==> config.mk <==
export PLATFORM = sky130hd
export DESIGN_NAME = bbged_ctrl
export DESIGN_NICKNAME = d
export VERILOG_FILES = /design/src/design/bbged_pkg.sv /design/src/design/bbged_ctrl.sv
export SDC_FILE = /design/constraint.sdc
export NUM_CORES = 1
export LEC_CHECK = 0
export BUFFER_PORTS_ARGS = -buffer_cell sky130_fd_sc_hd__buf_4
export CAP_MARGIN = 20
export CORE_MARGIN = 2
export CORE_UTILIZATION = 38
export DETAILED_ROUTE_END_ITERATION = 12
export HOLD_SLACK_MARGIN = 0.05
export MAX_ROUTING_LAYER = met4
export PLACE_DENSITY = 0.67
export SYNTH_ARGS = -nofsm -noshare
export SYNTH_HDL_FRONTEND = slang
export SYNTH_SLANG_ARGS = --single-unit
==> constraint.sdc <==
create_clock -name clk -period 4.4 [get_ports clk]
set_clock_uncertainty 0.2 [all_clocks]
set_input_delay 0.88 -clock clk [delete_from_list [all_inputs] [get_ports clk]]
set_output_delay 0.88 -clock clk [all_outputs]
set_load 0.02 [all_outputs]
==> src/design/bbged_pkg.sv <==
`timescale 1ns / 1ps

package bbged_pkg;

    localparam int MaxCols = 1024;
    localparam int MaxRows = 1024;
    localparam int MaxBlur = 31;
    localparam int PosW    = 21;
    localparam int AddrW   = 20;
    localparam int DivBits = 13;
    localparam int Recip3  = 683;
    localparam int Recip3Sh = 11;

    typedef enum logic [1:0] {
        REG_WIDTH  = 2'd0,
        REG_HEIGHT = 2'd1,
        REG_BLUR   = 2'd2,
        REG_THRESH = 2'd3
    } cfg_reg_t;

    typedef enum logic {
        SUM_HORZ = 1'b0,
        SUM_VERT = 1'b1
    } sum_sel_t;

    typedef struct packed {
        logic     take;
        logic     m_first;
        logic     m_init;
        logic     v_init;
        logic     h_init;
        logic     h_acc;
        logic     div_start;
        sum_sel_t div_sel;
        logic     h_done;
        logic     v_done;
        logic     v_next;
        logic     m_done;
        logic     emit;
    } ctrl_cmd_t;

    typedef struct packed {
        logic emit_ok;
        logic border;
        logic v_skip;
        logic j_last;
        logic i_last;
        logic vi_last;
        logic mi_last;
        logic div_done;
        logic out_free;
    } dp_status_t;

endpackage

==> src/design/bbged_ctrl.sv <==
`timescale 1ns / 1ps

module bbged_ctrl (
    input  logic                  clk,
    input  logic                  rst_n,
    input  logic                  in_valid,
    output logic                  in_ready,
    output bbged_pkg::ctrl_cmd_t  cmd,
    input  bbged_pkg::dp_status_t status
);
    import bbged_pkg::*;

    typedef enum logic [3:0] {
        ST_IDLE,
        ST_CHECK,
        ST_M_INIT,
        ST_V_INIT,
        ST_H_INIT,
        ST_H_RD,
        ST_H_ACC,
        ST_H_DSTART,
        ST_H_DWAIT,
        ST_V_DSTART,
        ST_V_DWAIT,
        ST_V_NEXT,
        ST_M_DONE,
        ST_FINISH
    } state_t;

    state_t state_reg;
    state_t state_next;

    always_ff @(posedge clk or negedge rst_n)
    begin
        if (!rst_n)
            state_reg <= ST_IDLE;
        else
            state_reg <= state_next;
    end

    assign in_ready = (state_reg == ST_IDLE);

    always_comb
    begin
        state_next = state_reg;
        cmd        = '0;
        cmd.div_sel = SUM_HORZ;
        case (state_reg)
            ST_IDLE:
            begin
                if (in_valid)
                begin
                    cmd.take   = 1'b1;
                    state_next = ST_CHECK;
                end
            end
            ST_CHECK:
            begin
                if (!status.emit_ok)
                    state_next = ST_IDLE;
                else if (status.border)
                    state_next = ST_FINISH;
                else
                begin
                    cmd.m_first = 1'b1;
                    state_next  = ST_M_INIT;
                end
            end
            ST_M_INIT:
            begin
                cmd.m_init = 1'b1;
                state_next = ST_V_INIT;
            end
            ST_V_INIT:
            begin
                if (status.v_skip)
                    state_next = ST_V_NEXT;
                else
                begin
                    cmd.v_init = 1'b1;
                    state_next = ST_H_INIT;
                end
            end
            ST_H_INIT:
            begin
                cmd.h_init = 1'b1;
                state_next = ST_H_RD;
            end
            ST_H_RD:
                state_next = ST_H_ACC;
            ST_H_ACC:
            begin
                cmd.h_acc  = 1'b1;
                state_next = status.j_last ? ST_H_DSTART : ST_H_RD;
            end
            ST_H_DSTART:
            begin
                cmd.div_start = 1'b1;
                cmd.div_sel   = SUM_HORZ;
                state_next    = ST_H_DWAIT;
            end
            ST_H_DWAIT:
            begin
                if (status.div_done)
                begin
                    cmd.h_done = 1'b1;
                    state_next = status.i_last ? ST_V_DSTART : ST_H_INIT;
                end
            end
            ST_V_DSTART:
            begin
                cmd.div_start = 1'b1;
                cmd.div_sel   = SUM_VERT;
                state_next    = ST_V_DWAIT;
            end
            ST_V_DWAIT:
            begin
                if (status.div_done)
                begin
                    cmd.v_done = 1'b1;
                    state_next = ST_V_NEXT;
                end
            end
            ST_V_NEXT:
            begin
                if (status.vi_last)
                    state_next = ST_M_DONE;
                else
                begin
                    cmd.v_next = 1'b1;
                    state_next = ST_V_INIT;
                end
            end
            ST_M_DONE:
            begin
                cmd.m_done = 1'b1;
                state_next = status.mi_last ? ST_FINISH : ST_M_INIT;
            end
            ST_FINISH:
            begin
                if (status.out_free)
                begin
                    cmd.emit   = 1'b1;
                    state_next = ST_IDLE;
                end
            end
            default:
                state_next = ST_IDLE;
        endcase
    end

endmodule
==> flow_metrics.env <==
export IMPL_routed_via_density=5.637
export IMPL_multi_input_comb_area_um2=404.1
export IMPL_p_per_area_mw_per_mm2=601.7
export IMPL_yosys_warnings=0
export IMPL_clock_sink_count=4
export IMPL_clockRootBuffer="clkbuf_4"
export IMPL_ir_worst_vdd_v=0.0004719
export IMPL_largest_reg_flops=4
export IMPL_row_count=13
export IMPL_finalSetupTns_ns=0
export IMPL_die_area_mm2=0.001805
export IMPL_finalCritPeriodShare_pct=63.11
export IMPL_route_detailed_drc=0
export IMPL_rsz0062_at_grt="no"
export IMPL_initial_core_util_pct=41.71
export IMPL_fillers=142
export IMPL_p_sw_uw=234.2
export IMPL_status="finished clean"
export IMPL_holdBufCountCts=0
export IMPL_ant_nets=0
export IMPL_ys_top_cells_by_area="dfrtp_1, nor3_1, nor2_1"
export IMPL_synth_ff_type="dfrtp_1"
export IMPL_grt_usage_pct=18.31
export IMPL_cts_buffers_inserted=3
export IMPL_max_freq_mhz=360.1
export IMPL_cts_setup_buffers=0
export IMPL_hpwlAfterDp_um=1120
export IMPL_area_delta_synth_final_pct=32.22
export IMPL_finalHoldViolations=0
export IMPL_combPwrFrac_pct=59.0
export IMPL_clk_pin_slew_ns=0.04
export IMPL_ys_seq_elements=4
export IMPL_hp_class="input port to asynchronous set/reset pin"
export IMPL_cp_max_fo=22
export IMPL_intPower_uw=213.7
export IMPL_rr_endpoint="state_reg[1]"
export IMPL_synth_nets=89
export IMPL_synthCells=77
export IMPL_grt_max_degree=23
export IMPL_end_kind="output pin"
export IMPL_p_clk_share_pct=10.1
export IMPL_relSlewSlack_pct=58.94
export IMPL_h_tree_depth=1
export IMPL_worstPathArrival_ns=1.70
export IMPL_synth_cell_types=32
export IMPL_die_h_um=42.49
export IMPL_io_buffers=25
export IMPL_cp_cell_sequence="nor4b_2, nand2_1, nor2_1, buf_4"
export IMPL_clockBufferDepth=2
export IMPL_antenna_found_initial=0
export IMPL_grt_overflow=0
export IMPL_die_x_um=42.49
export IMPL_syn_avg_cell_area_um2=7.312
export IMPL_routedWlPerCell_um=13.70
export IMPL_vias=637
export IMPL_grt_pass1_wl_um=2497
export IMPL_clock_latency_ns=0.24
export IMPL_cp_endpoint="cmd[11]"
export IMPL_worstReg2RegStart="state_reg[2]"
export IMPL_drtIter0Drc=26
export IMPL_startpoint_type="flop"
export IMPL_yosysTopAreaCellShare_pct=17.78
export IMPL_setup_violations=0
export IMPL_worstSetupStartpoint="state_reg[0]"
export IMPL_cts_resized=0
export IMPL_final_util_pct=55.14
export IMPL_fin_crit_ns=2.777
export IMPL_seq_area_um2=100.1
export IMPL_core_mm2=0.001350
export IMPL_io_pins=26
export IMPL_gp_congestion=0.7963
export IMPL_synth_edf_count=0
export IMPL_synth_area_um2=563.0
export IMPL_yosysSeqAreaShare_pct=17.78
export IMPL_critical_path_max_stage_delay_ns=0.71
export IMPL_p_seq_share_pct=30.8
export IMPL_diodes=0
export IMPL_stdcell_area_um2=744.5
export IMPL_maxCapViolations=0
export IMPL_tightest_slew_ns=0.6158
export IMPL_cts_tree="built"
export IMPL_drt_pass1_iter_count=4
export IMPL_placed_area_um2=721.9
export IMPL_crit_required_ns=3.32
export IMPL_leakage_nw=0.3416
export IMPL_final_nets=112
export IMPL_drt_total_wl_um=1548
export IMPL_sw_frac_of_total_pct=52.28
export IMPL_crit_slowest_cell="dfrtp_1"
export IMPL_drive_gt1_share_pct=32.65
export IMPL_crit_type="flop to output pin"
export IMPL_synth_top_area_cell="dfrtp_1"
export IMPL_r2r_setup_slack_ns=2.40
export IMPL_slew_viol_final=0
export IMPL_async_reset_ff_share_pct=100.0
export IMPL_r2r_cells=4
export IMPL_grt_pass1_vias=542
layout make-up:
class / count / share of cell area, %
Tap cell: 15 / 2.521
Timing Repair Buffer: 25 / 25.21
Sequential cell: 4 / 13.45
Inverter: 3 / 1.513
Clock buffer: 3 / 3.025
Multi-Input combinational cell: 63 / 54.29
worst max-delay path, delay by kind of cell (launching register included):
family / cells / cell delay [ns]
buffers and inverters: 1 / 0.16
and+or+nand+nor: 3 / 0.60
DFF: 1 / 0.71
power groups by stage:
stage / Combinational, mW / Sequential [mW] / Clock, mW
6_report: 0.264 / 0.138 / 0.0454
5_1_grt: 0.289 / 0.144 / 0.0527
4_1_cts: 0.265 / 0.135 / 0.0464
3_5_place_dp: 0.263 / 0.136 / 0
3_3_place_gp: 0.265 / 0.137 / 0
2_1_floorplan: 0.265 / 0.0709 / 0
synth_stat cells, types with 2 or more instances:
cell and count:
nor2_1 8, nor3_1 8, a21oi_1 5, buf_2 5, dfrtp_1 4, nand2b_1 4, inv_1 3, nand2_1 3
nand3_1 3, nor2b_1 3, a21o_1 2, and2_1 2, and3_1 2, buf_6 2, nand4b_1 2, nor3b_1 2
nor4_2 2, o21ai_0 2, o21ai_1 2
worst min-delay path by stage:
stage                     cells past startpoint      endpoint  slack (ns)   from
after floorplan                               0  state_reg[0]        0.38  rst_n
after global placement                        1  state_reg[2]        0.48  rst_n
after detailed placement                      1  state_reg[2]        0.48  rst_n
after CTS                                     1  state_reg[2]        0.23  rst_n
after global routing                          1  state_reg[2]        0.21  rst_n
final                                         1  state_reg[2]        0.23  rst_n
cell families after synthesis:
kind of cell / Yosys count / synth area share (%)
buffers and inverters: 10 / 10.44
AO/OA/AOI/OAI: 17 / 20.22
AND/OR/NAND/NOR: 45 / 49.78
flip-flops: 4 / 17.78
multiplexers: 1 / 1.778
routing by layer:
metal | up-vias | wire (um) | GRT usage (%)
met5 | - | 0 | -
met4 | 0 | 0 | 5.625
met3 | 0 | 92 | 3.879
met2 | 24 | 705 | 24.62
met1 | 289 | 750 | 26.94
li1 | 324 | - | -
layout by cell type (no fill, tap or decap), drive strengths merged, types with 2 or more instances in the layout:
cell type	count
and2	2
a21oi	5
buf	25
nor2	8
nor3	8
nand4b	2
inv	3
nand3	3
nand2	3
nor4	3
nand2b	4
nor3b	2
o21ai	4
and3	2
clkbuf	3
a21o	2
dfrtp	4
nor2b	3
per-stage QoR:
| step | power (mW) | cells | hold slack (ns) | worst slack, ns |
|---|---|---|---|---|
| final | 0.4479 | 113 | 0.2299 | 1.623 |
| after CTS | 0.4467 | 113 | 0.2269 | 1.627 |
| after global placement | 0.4014 | 110 | 0.4757 | 1.879 |
| after detailed placement | 0.3991 | 110 | 0.4766 | 1.864 |
| after floorplan | 0.3355 | 77 | 0.3844 | 1.916 |
| after global routing | 0.4859 | 113 | 0.2142 | 1.445 |
Power figures use the tool's default switching activity.
